`config.mk`:
```
export PLATFORM = sky130hd
export DESIGN_NAME = same_mode_convolver_unit
export DESIGN_NICKNAME = d
export VERILOG_FILES = /design/src/rtl/core/smc_pkg.sv /design/src/rtl/core/same_mode_convolver_unit.sv /design/src/rtl/core/smc_ctrl.sv /design/src/rtl/core/smc_datapath.sv
export SDC_FILE = /design/constraint.sdc
export NUM_CORES = 2
export LEC_CHECK = 0
export ABC_AREA = 0
export BUFFER_PORTS_ARGS = -buffer_cell sky130_fd_sc_hd__buf_4
export CAP_MARGIN = 10
export CORE_MARGIN = 3
export CORE_UTILIZATION = 65
export CTS_BUF_LIST = sky130_fd_sc_hd__clkbuf_2
export DETAILED_ROUTE_END_ITERATION = 10
export GPL_ROUTABILITY_DRIVEN = 0
export PLACE_DENSITY = 0.79
export SLEW_MARGIN = 15
export SYNTH_ARGS = -nofsm -noshare
export SYNTH_HDL_FRONTEND = slang
export SYNTH_HIERARCHICAL = 1
export SYNTH_SLANG_ARGS = --single-unit
export TNS_END_PERCENT = 10
```
`constraint.sdc`:
```
create_clock -name aclk -period 6.65 [get_ports aclk]
set_input_delay 1.33 -clock aclk [delete_from_list [all_inputs] [get_ports aclk]]
set_output_delay 1.33 -clock aclk [all_outputs]
set_load 0.03 [all_outputs]
```
`src/rtl/core/smc_pkg.sv`:
```
// ----------------------------------------------------------------------------
// smc_pkg
// Shared constants, codes and control structs of the same-mode convolver.
// ----------------------------------------------------------------------------
package smc_pkg;

    localparam int MAX_TAPS   = 64;
    localparam int TAP_W      = $clog2(MAX_TAPS);
    localparam int HIST_DEPTH = 2 ** TAP_W;
    localparam int FILL_W     = $clog2(MAX_TAPS + 1);
    localparam int CFG_W      = 7;
    localparam int DATA_W     = 16;
    localparam int IDX_W      = 6;
    localparam int PROD_W     = 2 * DATA_W;
    localparam int ACC_W      = 38;
    localparam int COUNT_W    = 7;
    localparam int COUNT_MAX  = 127;
    localparam int S_TDATA_W  = 24;
    localparam int M_TDATA_W  = 40;

    typedef enum logic {
        CMD_LOAD   = 1'b0,
        CMD_SAMPLE = 1'b1
    } cmd_t;

    typedef struct packed {
        logic load_kernel;
        logic push_sample;
        logic push_zero;
        logic issue;
        logic out_load;
        logic done_step;
    } ctrl_cmd_t;

    typedef struct packed {
        logic last_tap;
        logic pipe_busy;
        logic emit;
        logic out_free;
        logic flush_pending;
    } ctrl_sts_t;

endpackage

```
`src/rtl/core/same_mode_convolver_unit.sv`:
```
// ----------------------------------------------------------------------------
// same_mode_convolver_unit
// Same-mode linear convolution of a 16-bit signal with a stored kernel.
//
//   channel  dir  handshake            payload
//   s_       in   s_tvalid/s_tready    s_tdata, s_tuser (command), s_tlast
//   m_       out  m_tvalid/m_tready    m_tdata (out_value), m_tlast
//   cfg_     in   cfg_wr_en            cfg_wr_data (kernel_length)
//
// A sample is processed by the single shared multiply-accumulate walking one
// tap per cycle through its L taps in use, then draining its read/multiply/add
// pipe; the last sample adds a zero flush of L / 2 pushed zeros. A stalled m_
// side holds the sequencer before it emits a term. Reset is synchronous,
// active low, and needs no clearing pass.
// ----------------------------------------------------------------------------
module same_mode_convolver_unit (
    input  logic                              aclk,
    input  logic                              aresetn,
    input  logic                              cfg_wr_en,
    input  logic [smc_pkg::CFG_W-1:0]         cfg_wr_data,
    input  logic                              s_tvalid,
    output logic                              s_tready,
    // [15:0] sample_value, [21:16] tap_index, [23:22] zero
    input  logic [smc_pkg::S_TDATA_W-1:0]     s_tdata,
    // [0] command
    input  logic [0:0]                        s_tuser,
    input  logic                              s_tlast,
    output logic                              m_tvalid,
    input  logic                              m_tready,
    // [37:0] out_value, [39:38] zero
    output logic [smc_pkg::M_TDATA_W-1:0]     m_tdata,
    output logic                              m_tlast
);
    import smc_pkg::*;

    ctrl_cmd_t         cmd;
    ctrl_sts_t         sts;
    cmd_t              command;
    logic [ACC_W-1:0]  out_value;

    assign command = cmd_t'(s_tuser[0]);
    assign m_tdata = {{(M_TDATA_W - ACC_W){1'b0}}, out_value};

    smc_ctrl u_ctrl (
        .aclk     (aclk),
        .aresetn  (aresetn),
        .s_tvalid (s_tvalid),
        .s_tready (s_tready),
        .command  (command),
        .sts      (sts),
        .cmd      (cmd)
    );

    smc_datapath u_datapath (
        .aclk         (aclk),
        .aresetn      (aresetn),
        .cfg_wr_en    (cfg_wr_en),
        .cfg_wr_data  (cfg_wr_data),
        .sample_value (s_tdata[DATA_W-1:0]),
        .tap_index    (s_tdata[DATA_W +: IDX_W]),
        .last_item    (s_tlast),
        .cmd          (cmd),
        .sts          (sts),
        .m_tvalid     (m_tvalid),
        .m_tready     (m_tready),
        .out_value    (out_value),
        .out_last     (m_tlast)
    );

endmodule

```
`src/rtl/core/smc_ctrl.sv`:
```
// ----------------------------------------------------------------------------
// smc_ctrl
// Sequencer: accepts requests, walks the taps, drains the MAC pipe, emits
// terms and runs the zero flush after the last sample.
// ----------------------------------------------------------------------------
module smc_ctrl (
    input  logic               aclk,
    input  logic               aresetn,
    input  logic               s_tvalid,
    output logic               s_tready,
    input  smc_pkg::cmd_t      command,
    input  smc_pkg::ctrl_sts_t sts,
    output smc_pkg::ctrl_cmd_t cmd
);
    import smc_pkg::*;

    typedef enum logic [2:0] {
        ST_IDLE  = 3'b001,
        ST_MAC   = 3'b010,
        ST_DRAIN = 3'b100
    } state_t;

    state_t state_reg;
    state_t state_next;
    logic   accept;
    logic   step_end;

    assign s_tready = (state_reg == ST_IDLE);
    assign accept   = s_tvalid && s_tready;
    assign step_end = (state_reg == ST_DRAIN) && !sts.pipe_busy
                      && (!sts.emit || sts.out_free);

    always_comb begin
        state_next      = state_reg;
        cmd             = '0;
        cmd.load_kernel = accept && (command == CMD_LOAD);
        cmd.push_sample = accept && (command == CMD_SAMPLE);
        unique case (state_reg)
            ST_IDLE: begin
                if (cmd.push_sample) begin
                    state_next = ST_MAC;
                end
            end
            ST_MAC: begin
                cmd.issue = 1'b1;
                if (sts.last_tap) begin
                    state_next = ST_DRAIN;
                end
            end
            ST_DRAIN: begin
                if (step_end) begin
                    cmd.out_load = sts.emit;
                    if (sts.flush_pending) begin
                        cmd.push_zero = 1'b1;
                        state_next    = ST_MAC;
                    end else begin
                        cmd.done_step = 1'b1;
                        state_next    = ST_IDLE;
                    end
                end
            end
            default: begin
                state_next = ST_IDLE;
            end
        endcase
    end

    always_ff @(posedge aclk) begin
        if (!aresetn) begin
            state_reg <= ST_IDLE;
        end else begin
            state_reg <= state_next;
        end
    end

`ifndef SYNTHESIS
    a_idle_pipe_empty: assert property (@(posedge aclk) disable iff (!aresetn)
        (state_reg == ST_IDLE) |-> !sts.pipe_busy)
        else $error("MAC pipe busy while idle");

    a_push_exclusive: assert property (@(posedge aclk) disable iff (!aresetn)
        !(cmd.push_sample && cmd.push_zero))
        else $error("sample and flush push together");

    a_mac_after_push: assert property (@(posedge aclk) disable iff (!aresetn)
        (cmd.push_sample || cmd.push_zero) |=> (state_reg == ST_MAC))
        else $error("push not followed by tap walk");
`endif

endmodule

```
`src/rtl/core/smc_datapath.sv`:
```
// ----------------------------------------------------------------------------
// smc_datapath
// Kernel and history memories, tap counter, one shared multiply-accumulate,
// sample bookkeeping and the output register.
// ----------------------------------------------------------------------------
module smc_datapath (
    input  logic                          aclk,
    input  logic                          aresetn,
    input  logic                          cfg_wr_en,
    input  logic [smc_pkg::CFG_W-1:0]     cfg_wr_data,
    input  logic [smc_pkg::DATA_W-1:0]    sample_value,
    input  logic [smc_pkg::IDX_W-1:0]     tap_index,
    input  logic                          last_item,
    input  smc_pkg::ctrl_cmd_t            cmd,
    output smc_pkg::ctrl_sts_t            sts,
    output logic                          m_tvalid,
    input  logic                          m_tready,
    output logic [smc_pkg::ACC_W-1:0]     out_value,
    output logic                          out_last
);
    import smc_pkg::*;

    logic [CFG_W-1:0]         klen_reg;
    logic [FILL_W-1:0]        taps;
    logic [TAP_W-1:0]         half;

    logic signed [DATA_W-1:0] kmem [MAX_TAPS];
    logic signed [DATA_W-1:0] hmem [HIST_DEPTH];

    logic [TAP_W-1:0]         wr_ptr_reg;
    logic [TAP_W-1:0]         tap_reg;
    logic [TAP_W-1:0]         hist_addr;
    logic [FILL_W-1:0]        fill_reg;
    logic [COUNT_W-1:0]       count_reg;
    logic [TAP_W-1:0]         flush_left_reg;
    logic                     last_reg;
    logic                     emit_reg;
    logic                     push;

    logic signed [DATA_W-1:0] kd_reg;
    logic signed [DATA_W-1:0] hd_reg;
    logic                     hvalid_reg;
    logic                     v1_reg;
    logic                     v2_reg;
    logic signed [PROD_W-1:0] prod_reg;
    logic signed [ACC_W-1:0]  acc_reg;

    logic                     m_valid_reg;
    logic [ACC_W-1:0]         m_data_reg;
    logic                     m_last_reg;

    always_comb begin
        if (klen_reg == '0) begin
            taps = FILL_W'(1);
        end else if (int'(klen_reg) > MAX_TAPS) begin
            taps = FILL_W'(MAX_TAPS);
        end else begin
            taps = FILL_W'(klen_reg);
        end
        half = TAP_W'(taps >> 1);
    end

    assign push      = cmd.push_sample || cmd.push_zero;
    assign hist_addr = wr_ptr_reg - TAP_W'(1) - tap_reg;

    assign sts.last_tap      = (tap_reg == TAP_W'(taps - FILL_W'(1)));
    assign sts.pipe_busy     = v1_reg || v2_reg;
    assign sts.emit          = emit_reg;
    assign sts.out_free      = !m_valid_reg || m_tready;
    assign sts.flush_pending = (flush_left_reg != '0);

    always_ff @(posedge aclk) begin
        if (!aresetn) begin
            klen_reg <= CFG_W'(1);
        end else if (cfg_wr_en) begin
            klen_reg <= cfg_wr_data;
        end
    end

    always_ff @(posedge aclk) begin
        if (cmd.load_kernel && (int'(tap_index) < MAX_TAPS)) begin
            kmem[TAP_W'(tap_index)] <= sample_value;
        end
        kd_reg <= kmem[tap_reg];
    end

    always_ff @(posedge aclk) begin
        if (push) begin
            hmem[wr_ptr_reg] <= cmd.push_sample ? sample_value : '0;
        end
        hd_reg <= hmem[hist_addr];
    end

    always_ff @(posedge aclk) begin
        if (!aresetn) begin
            wr_ptr_reg     <= '0;
            tap_reg        <= '0;
            fill_reg       <= '0;
            count_reg      <= '0;
            flush_left_reg <= '0;
            last_reg       <= 1'b0;
            emit_reg       <= 1'b0;
            v1_reg         <= 1'b0;
            v2_reg         <= 1'b0;
        end else begin
            v1_reg <= cmd.issue;
            v2_reg <= v1_reg;
            if (push) begin
                wr_ptr_reg <= wr_ptr_reg + TAP_W'(1);
                tap_reg    <= '0;
                emit_reg   <= (count_reg >= COUNT_W'(half));
                if (int'(fill_reg) < MAX_TAPS) begin
                    fill_reg <= fill_reg + FILL_W'(1);
                end
                if (int'(count_reg) < COUNT_MAX) begin
                    count_reg <= count_reg + COUNT_W'(1);
                end
            end else if (cmd.issue) begin
                tap_reg <= tap_reg + TAP_W'(1);
            end
            if (cmd.push_sample) begin
                last_reg       <= last_item;
                flush_left_reg <= last_item ? half : '0;
            end else if (cmd.push_zero) begin
                flush_left_reg <= flush_left_reg - TAP_W'(1);
            end
            if (cmd.done_step && last_reg) begin
                fill_reg  <= '0;
                count_reg <= '0;
                last_reg  <= 1'b0;
            end
        end
    end

    always_ff @(posedge aclk) begin
        hvalid_reg <= (FILL_W'(tap_reg) < fill_reg);
        prod_reg   <= kd_reg * (hvalid_reg ? hd_reg : DATA_W'(0));
        if (push) begin
            acc_reg <= '0;
        end else if (v2_reg) begin
            acc_reg <= acc_reg + ACC_W'(prod_reg);
        end
    end

    always_ff @(posedge aclk) begin
        if (!aresetn) begin
            m_valid_reg <= 1'b0;
        end else if (cmd.out_load) begin
            m_valid_reg <= 1'b1;
        end else if (m_tready) begin
            m_valid_reg <= 1'b0;
        end
    end

    always_ff @(posedge aclk) begin
        if (cmd.out_load) begin
            m_data_reg <= acc_reg;
            m_last_reg <= last_reg && (flush_left_reg == '0);
        end
    end

    assign m_tvalid  = m_valid_reg;
    assign out_value = m_data_reg;
    assign out_last  = m_last_reg;

`ifndef SYNTHESIS
    a_no_overwrite: assert property (@(posedge aclk) disable iff (!aresetn)
        cmd.out_load |-> (!m_valid_reg || m_tready))
        else $error("output term overwritten while stalled");

    a_flush_needs_last: assert property (@(posedge aclk) disable iff (!aresetn)
        (flush_left_reg != '0) |-> last_reg)
        else $error("flush pending without last sample");

    a_fill_bound: assert property (@(posedge aclk) disable iff (!aresetn)
        int'(fill_reg) <= MAX_TAPS)
        else $error("history fill beyond tap count");
`endif

endmodule

```
After elaboration in Yosys (flattened, before gate mapping)
Memories as Yosys holds them, arrays and structs flattened. A register that Yosys moved wholly into a read port is not among the register bits.
Index checks and enable logic that the tools add are counted.
{"block": "op_classes", "add_sub_neg": 9, "multipliers": 1, "order_cmp": 5, "eq_ne": 7, "mux": 25, "n_bitwise": 2, "n_reduce_logical": 24}
{"cell": "38-bit by 32-bit adder with 38-bit output", "n": 1}
{"cell": "16-bit by 32-bit multiplier with 32-bit output", "n": 1}
{"cell": "32-bit 2-to-1 mux", "n": 1}
{"cell": "6-bit 2-to-1 mux", "n": 3}
{"cell": "6-bit by 1-bit subtractor with 6-bit output (second input constant)", "n": 3}
{"cell": "16-bit 2-to-1 mux", "n": 1}
{"cell": "7-bit by 1-bit adder with 7-bit output (second input constant)", "n": 2}
{"cell": "7-bit less-than comparator (second input constant)", "n": 2}
{"cell": "7-bit 2-to-1 mux", "n": 2}
{"cell": "6-bit by 1-bit adder with 6-bit output (second input constant)", "n": 2}
{"cell": "1-bit 2-to-1 mux", "n": 11}
{"cell": "3-bit 2-to-1 mux", "n": 3}
{"cell": "3-bit one-hot mux with 3 select lines", "n": 1}
{"cell": "7-bit by 6-bit >= comparator with 1-bit output", "n": 1}
{"cell": "7-bit > comparator (second input constant)", "n": 1}
{"cell": "1-bit logical AND", "n": 7}
{"cell": "7-bit logical NOT", "n": 1}
{"cell": "6-bit by 7-bit less-than comparator with 1-bit output", "n": 1}
{"cell": "6-bit equality test", "n": 1}
{"cell": "6-bit logical NOT", "n": 1}
{"cell": "2-bit 2-to-1 mux", "n": 3}
{"cell": "6-bit nonzero test", "n": 1}
{"cell": "6-bit subtractor", "n": 1}
{"cell": "1-bit logical OR", "n": 4}
{"cell": "other kinds (11)", "n": 18}
{"block": "totals", "ff_bits": 157, "ramBits": 2048, "input_bits": 38, "output_inout_bits": 43, "wordCells": 92, "n_memories": 2}
{"name": "u_datapath.hmem", "words": 64, "width": 16, "rd": 1, "rd_ports_with_merged_regs": 1, "write_ports": 1, "line_no": "smc_datapath.sv:28", "text": "logic signed [DATA_W-1:0] hmem [HIST_DEPTH];"}
{"name": "u_datapath.kmem", "words": 64, "width": 16, "rd": 1, "rd_ports_with_merged_regs": 1, "write_ports": 1, "line_no": "smc_datapath.sv:27", "text": "logic signed [DATA_W-1:0] kmem [MAX_TAPS];"}

Logic depth before layout (Yosys ltp)
{"block": "depth", "ltp_word": 9, "mapped_depth": 25, "depth_no_buf": 23}

Modules after synthesis
The synthesis kept the hierarchy.
{"module": "smc_datapath", "n_inst": 1, "cells_per_inst": 5045, "area_per_inst_um2": 96456.3, "seq_area_each_um2": 65612.9}
{"module": "smc_ctrl", "n_inst": 1, "cells_per_inst": 28, "area_per_inst_um2": 224.0, "seq_area_each_um2": 60.1}
{"module": "same_mode_convolver_unit", "n_inst": 1, "cells_per_inst": 3, "area_per_inst_um2": 18.8, "seq_area_each_um2": 0.0}

Worst setup path before layout
OpenSTA, ideal clock, no wires.
{"block": "synth_path", "kind": "register -> register", "startpoint": "register u_datapath.hvalid_reg", "endpoint": "register u_datapath.prod_reg[30]", "setup_time_ps": 72, "arrival_time_ps": 6065, "t_required_ps": 6578, "path_slack_ps": 512, "path_stages_with_launch": 22, "n_path_buf": 2, "synth_period_minus_slack_ps": 6138, "path_cell_list": "dfxtp_1 clkbuf_1 and2_1 clkbuf_1 nand2_1 fa_1 fa_1 fa_1 fa_1 inv_1 fa_1 fa_1 ha_1 a21o_1 a21o_1 a21o_1 a41oi_2 nand2_1 a2111oi_2 o41ai_2 a21oi_1 xnor2_1"}
{"block": "synth_between", "elab_chain_len": 2}
{"element": "start, declared", "line_no": "smc_datapath.sv:42", "text": "logic hvalid_reg;"}
{"element": "start signal, assigned", "line_no": "smc_datapath.sv:136", "text": "hvalid_reg <= (FILL_W'(tap_reg) < fill_reg);"}
{"element": "32-bit 2-to-1 mux", "line_no": "smc_datapath.sv:137", "text": "prod_reg <= kd_reg * (hvalid_reg ? hd_reg : DATA_W'(0));"}
{"element": "16-bit by 32-bit multiplier with 32-bit output", "line_no": "smc_datapath.sv:137"}
{"element": "end signal, assigned", "line_no": "smc_datapath.sv:137"}
{"element": "end, declared", "line_no": "smc_datapath.sv:45", "text": "logic signed [PROD_W-1:0] prod_reg;"}
Every way passes these cells.
A chain may end at the register's enable or synchronous reset.

Final worst setup path
{"block": "layout_path", "startpoint": "register u_datapath.kd_reg[4], read port of u_datapath.kmem", "endpoint": "register u_datapath.prod_reg[29]"}
{"block": "layout_between", "elab_chain_len": 1}
{"element": "start, declared", "line_no": "smc_datapath.sv:40", "text": "logic signed [DATA_W-1:0] kd_reg;"}
{"element": "16-bit by 32-bit multiplier with 32-bit output", "line_no": "smc_datapath.sv:137"}
Every way passes these cells.

==> flow_summary.html <==
<table>
<tr><th>Metric</th><th>Value</th></tr>
<tr><th colspan="2">Placed design</th></tr>
<tr><td>HPWL after detailed placement</td><td>approximately 130000 microns</td></tr>
<tr><td>Setup Slack @ Placement</td><td>0.111 ns</td></tr>
<tr><td>I/O Buffers</td><td>76</td></tr>
<tr><td>Placed inst area</td><td>~0.10 sq mm</td></tr>
<tr><th colspan="2">Route</th></tr>
<tr><td>Routed wire length</td><td>roughly 220000 microns</td></tr>
<tr><td>Starting DRT DRC Count</td><td>around 5600</td></tr>
<tr><td>First-pass iteration count of the detailed router</td><td>6</td></tr>
<tr><td>Average wire per cell in the routed design</td><td>about 27 microns</td></tr>
<tr><td>DRC</td><td>0</td></tr>
<tr><td>Antenna-violating nets left</td><td>0</td></tr>
<tr><td>Via count of the routed design</td><td>about 51000</td></tr>
<tr><td>Ratio of routed vias to standard cells</td><td>6.36</td></tr>
<tr><th colspan="2">Synth</th></tr>
<tr><td>Sequential-to-total area share from yosys stat</td><td>between 60% and 70%</td></tr>
<tr><td>Yosys cell types</td><td>80</td></tr>
<tr><td>Number of register bits inferred by synthesis</td><td>around 2200</td></tr>
<tr><td>Number of warnings printed during yosys synthesis</td><td>6</td></tr>
<tr><td>Syn_area_per_cell</td><td>between 15 and 20 sq um</td></tr>
<tr><td>Main flop type after synthesis</td><td>sky130_fd_sc_hd__edfxtp_1</td></tr>
<tr><td>Cell area after technology mapping</td><td>0.0967 sq mm</td></tr>
<tr><td>Synthesized instance count</td><td>just over 5000</td></tr>
<tr><td>Number of flops mapped to enable cells by yosys</td><td>between 2000 and 2500</td></tr>
<tr><td>Share of flip-flops with an asynchronous set or reset</td><td>0%</td></tr>
<tr><th colspan="2">Floorplanning</th></tr>
<tr><td>Core Region</td><td>approximately 0.15 sq mm</td></tr>
<tr><td>Initial cell density of the core</td><td>65.9%</td></tr>
<tr><td>Top-Level Pins</td><td>between 80 and 90</td></tr>
<tr><td>Die Area</td><td>0.153 sq mm</td></tr>
<tr><td>Row count</td><td>between 100 and 150</td></tr>
<tr><td>Die extent in y</td><td>392 microns</td></tr>
<tr><td>Die X</td><td>approximately 400 microns</td></tr>
<tr><th colspan="2">Final layout</th></tr>
<tr><td>Area taken by flip-flops and latches</td><td>roughly 0.066 sq mm</td></tr>
<tr><td>Footprint of the multi-input gates</td><td>a little under 0.03 sq mm</td></tr>
<tr><td>Filler cell count</td><td>around 8900</td></tr>
<tr><td>Registers with the highest flip-flop counts</td><td>u_datapath/hmem: 1024 flops, u_datapath/kmem: 1024 flops</td></tr>
<tr><td>Most frequent cells in the layout</td><td>2087 x sky130_fd_sc_hd__edfxtp_1, 776 x sky130_fd_sc_hd__clkbuf_2, 656 x sky130_fd_sc_hd__mux4_2, 315 x sky130_fd_sc_hd__inv_1, 280 x sky130_fd_sc_hd__buf_4</td></tr>
<tr><td>Layout overhead on the synthesized area</td><td>9.20%</td></tr>
<tr><td>Most common library cell in the layout ignoring fill and taps</td><td>sky130_fd_sc_hd__edfxtp_1</td></tr>
<tr><td>Layout cells sized above 1</td><td>around 30%</td></tr>
<tr><td>Post-route cell area</td><td>approximately 0.11 sq mm</td></tr>
<tr><td>Final #Nets</td><td>6161</td></tr>
<tr><td>Final Core Density</td><td>around 70%</td></tr>
<tr><th colspan="2">Global route</th></tr>
<tr><td>Wire length of the first global-routing pass</td><td>around 330000 microns</td></tr>
<tr><td>Initial antenna violation count</td><td>11</td></tr>
<tr><td>Via count of the first global-routing pass</td><td>~53000</td></tr>
<tr><td>Overall fraction of global-route tracks in use</td><td>approximately 30%</td></tr>
<tr><td>Overall overflow remaining after global route</td><td>0</td></tr>
<tr><td>Largest net degree at the start of global routing</td><td>66</td></tr>
<tr><th colspan="2">Worst hold path</th></tr>
<tr><td>Class of the tightest hold or removal check</td><td>primary input to flop</td></tr>
<tr><th colspan="2">STA</th></tr>
<tr><td>Transition time at the pin with the least slew margin</td><td>roughly 1.1 ns</td></tr>
<tr><td>Accumulated negative setup slack</td><td>0 ns</td></tr>
<tr><td>Max Freq</td><td>158 MHz</td></tr>
<tr><td>Clock skew after layout</td><td>~0.26 ns</td></tr>
<tr><td>RSZ-0062 raised after global routing</td><td>false</td></tr>
<tr><td>Post-route fraction of the period consumed by the critical path</td><td>a little over nine tenths</td></tr>
<tr><td>Setup WS post-layout</td><td>around 0.33 ns</td></tr>
<tr><td>Final Setup Violations</td><td>0</td></tr>
<tr><td>Final Max Slew Viols</td><td>0</td></tr>
<tr><td>Period minus WS final</td><td>around 6.3 ns</td></tr>
<tr><td>Final number of hold-violating endpoints</td><td>0</td></tr>
<tr><td>Worst rel slew slack</td><td>25.7%</td></tr>
<tr><td>Worst hold margin</td><td>around 0.27 ns</td></tr>
<tr><th colspan="2">Setup path</th></tr>
<tr><td>Category of the worst setup path launch point</td><td>flop</td></tr>
<tr><td>Kind of critical path</td><td>flop to flop</td></tr>
<tr><td>Endpoint class of the critical path</td><td>flop</td></tr>
<tr><td>Endpoint arrival time on the critical path</td><td>about 7.8 ns</td></tr>
<tr><td>Data required, critical path</td><td>8.11 ns</td></tr>
<tr><td>CP Max Fanout</td><td>16</td></tr>
<tr><th colspan="2">Clock tree</th></tr>
<tr><td>Total clock buffers created by CTS</td><td>between 500 and 600</td></tr>
<tr><td>TritonCTS clock tree</td><td>built</td></tr>
<tr><td>Worst skew pair latency</td><td>between 1.5 and 2 ns</td></tr>
<tr><td>CTS H-tree depth</td><td>6</td></tr>
<tr><td>Longest Clk Path Bufs</td><td>4</td></tr>
<tr><td>Clock transition at the registers of the reported paths</td><td>around 0.1 ns</td></tr>
<tr><td>Library cell used as clock root buffer</td><td>sky130_fd_sc_hd__clkbuf_2</td></tr>
<tr><td>Clk sinks</td><td>approximately 2200</td></tr>
<tr><th colspan="2">Outcome</th></tr>
<tr><td>Status</td><td>finished clean</td></tr>
<tr><th colspan="2">Power</th></tr>
<tr><td>Reported leakage power</td><td>roughly 38 nW</td></tr>
<tr><td>Worst supply voltage drop on vdd</td><td>0.000322 V</td></tr>
<tr><td>Power density normalized to cell area</td><td>346 mW/mm^2</td></tr>
<tr><th colspan="2">Run</th></tr>
<tr><td>Number of violations of the max-capacitance limit</td><td>0</td></tr>
</table>
## power by group
group	internal [mW]	leakage [nW]	switching, mW
registers	15.9	20.2	0.250
logic	5.23	13.7	6.67
clock network	3.35	3.59	5.15
total	24.4	37.5	12.1
## cell families after synthesis
group | synth area share (%)
buf+inv | 2.31
flops | 67.9
other cells | 0.00388
xor+xnor | 0.831
compound gates | 1.92
mux | 15.8
fa+ha+maj | 7.29
simple gates | 3.96
## metal layers
metal  GRT usage, %  share of wire, %
met5              0             0.010
met4           11.5               3.3
met3           7.59                12
met2           45.9                48
met1           41.6                37
## per-stage QoR
stage,std cells,power [mW]
3_3_place_gp,7042,27.9
3_5_place_dp,7042,28.2
4_1_cts,8003,36.7
6_report,8018,36.5
2_1_floorplan,5077,25.1
5_1_grt,8015,38.9
## final timing paths
check,startpoint,to,slack [ns],cells after the start
worst min-delay path,s_tdata[16],u_datapath/kmem[34][8]$_DFFE_PP_,0.27,3
worst max register to register,u_datapath/kd_reg[4]$_DFF_P_,u_datapath/prod_reg[29]$_DFF_P_,0.33,22
worst min register to register,u_datapath/acc_reg[31]$_SDFFE_PN0P_,u_datapath/out_value[31]$_DFFE_PP_,0.46,0
worst max-delay path,u_datapath/kd_reg[4]$_DFF_P_,u_datapath/prod_reg[29]$_DFF_P_,0.33,22
## worst max-delay path: stages, from the launching register on
cell and delay, ns:
sky130_fd_sc_hd__dfxtp_1 0.73, sky130_fd_sc_hd__and3_1 0.29, sky130_fd_sc_hd__fa_1 0.40, sky130_fd_sc_hd__inv_1 0.08, sky130_fd_sc_hd__fa_1 0.44, sky130_fd_sc_hd__fa_1 0.52
sky130_fd_sc_hd__inv_1 0.06, sky130_fd_sc_hd__fa_1 0.50, sky130_fd_sc_hd__fa_1 0.49, sky130_fd_sc_hd__inv_1 0.05, sky130_fd_sc_hd__fa_1 0.47, sky130_fd_sc_hd__inv_1 0.04
sky130_fd_sc_hd__ha_1 0.33, sky130_fd_sc_hd__a21o_1 0.18, sky130_fd_sc_hd__a21o_1 0.17, sky130_fd_sc_hd__a21oi_1 0.14, sky130_fd_sc_hd__o31ai_1 0.08, sky130_fd_sc_hd__buf_4 0.16
sky130_fd_sc_hd__a41o_1 0.27, sky130_fd_sc_hd__a211o_1 0.30, sky130_fd_sc_hd__a21oi_1 0.26, sky130_fd_sc_hd__or4b_1 0.15, sky130_fd_sc_hd__nand3_1 0.05
## final cells by class
class,count,share of cell area (%)
sequential,2237,62.2
multi-input combinational,2279,27.4
clock buffer,776,3.68
timing repair buffer,329,2.55
tap,1917,2.27
inverter,320,1.14
clock inverter,146,0.707
antenna,14,0.0332
## cells in the mapped netlist (10+ instances only)
library cell | number | share of area (%)
sky130_fd_sc_hd__a21o_1 | 30 | 0.23
sky130_fd_sc_hd__xnor2_1 | 61 | 0.55
sky130_fd_sc_hd__nand4_1 | 11 | 0.071
sky130_fd_sc_hd__ha_1 | 141 | 1.8
sky130_fd_sc_hd__nand3_1 | 33 | 0.17
sky130_fd_sc_hd__o21ai_1 | 25 | 0.13
sky130_fd_sc_hd__nand2b_1 | 13 | 0.084
sky130_fd_sc_hd__nor3_1 | 25 | 0.13
sky130_fd_sc_hd__nor2b_1 | 38 | 0.25
sky130_fd_sc_hd__fa_1 | 264 | 5.5
sky130_fd_sc_hd__nor2_1 | 242 | 0.94
sky130_fd_sc_hd__edfxtp_1 | 2087 | 65
sky130_fd_sc_hd__buf_1 | 22 | 0.085
sky130_fd_sc_hd__buf_2 | 55 | 0.28
sky130_fd_sc_hd__xor2_1 | 27 | 0.24
sky130_fd_sc_hd__o21a_1 | 10 | 0.078
sky130_fd_sc_hd__mux2i_1 | 46 | 0.48
sky130_fd_sc_hd__a211oi_1 | 26 | 0.20
sky130_fd_sc_hd__nand2_1 | 204 | 0.79
sky130_fd_sc_hd__mux4_2 | 656 | 15
sky130_fd_sc_hd__and3_1 | 133 | 0.86
sky130_fd_sc_hd__dfxtp_1 | 150 | 3.1
sky130_fd_sc_hd__clkbuf_1 | 151 | 0.59
sky130_fd_sc_hd__a21oi_1 | 91 | 0.47
sky130_fd_sc_hd__and2_1 | 46 | 0.30
sky130_fd_sc_hd__o21ai_0 | 37 | 0.19
sky130_fd_sc_hd__inv_1 | 315 | 1.2
## timing repair
action,in CTS,in global routing
setup endpoints to repair,0,7
hold endpoints to repair,116,0
buffers inserted,0,1
hold buffers,39,0
resized for setup,0,7
Note: power is estimated with default switching activity, not from simulation.
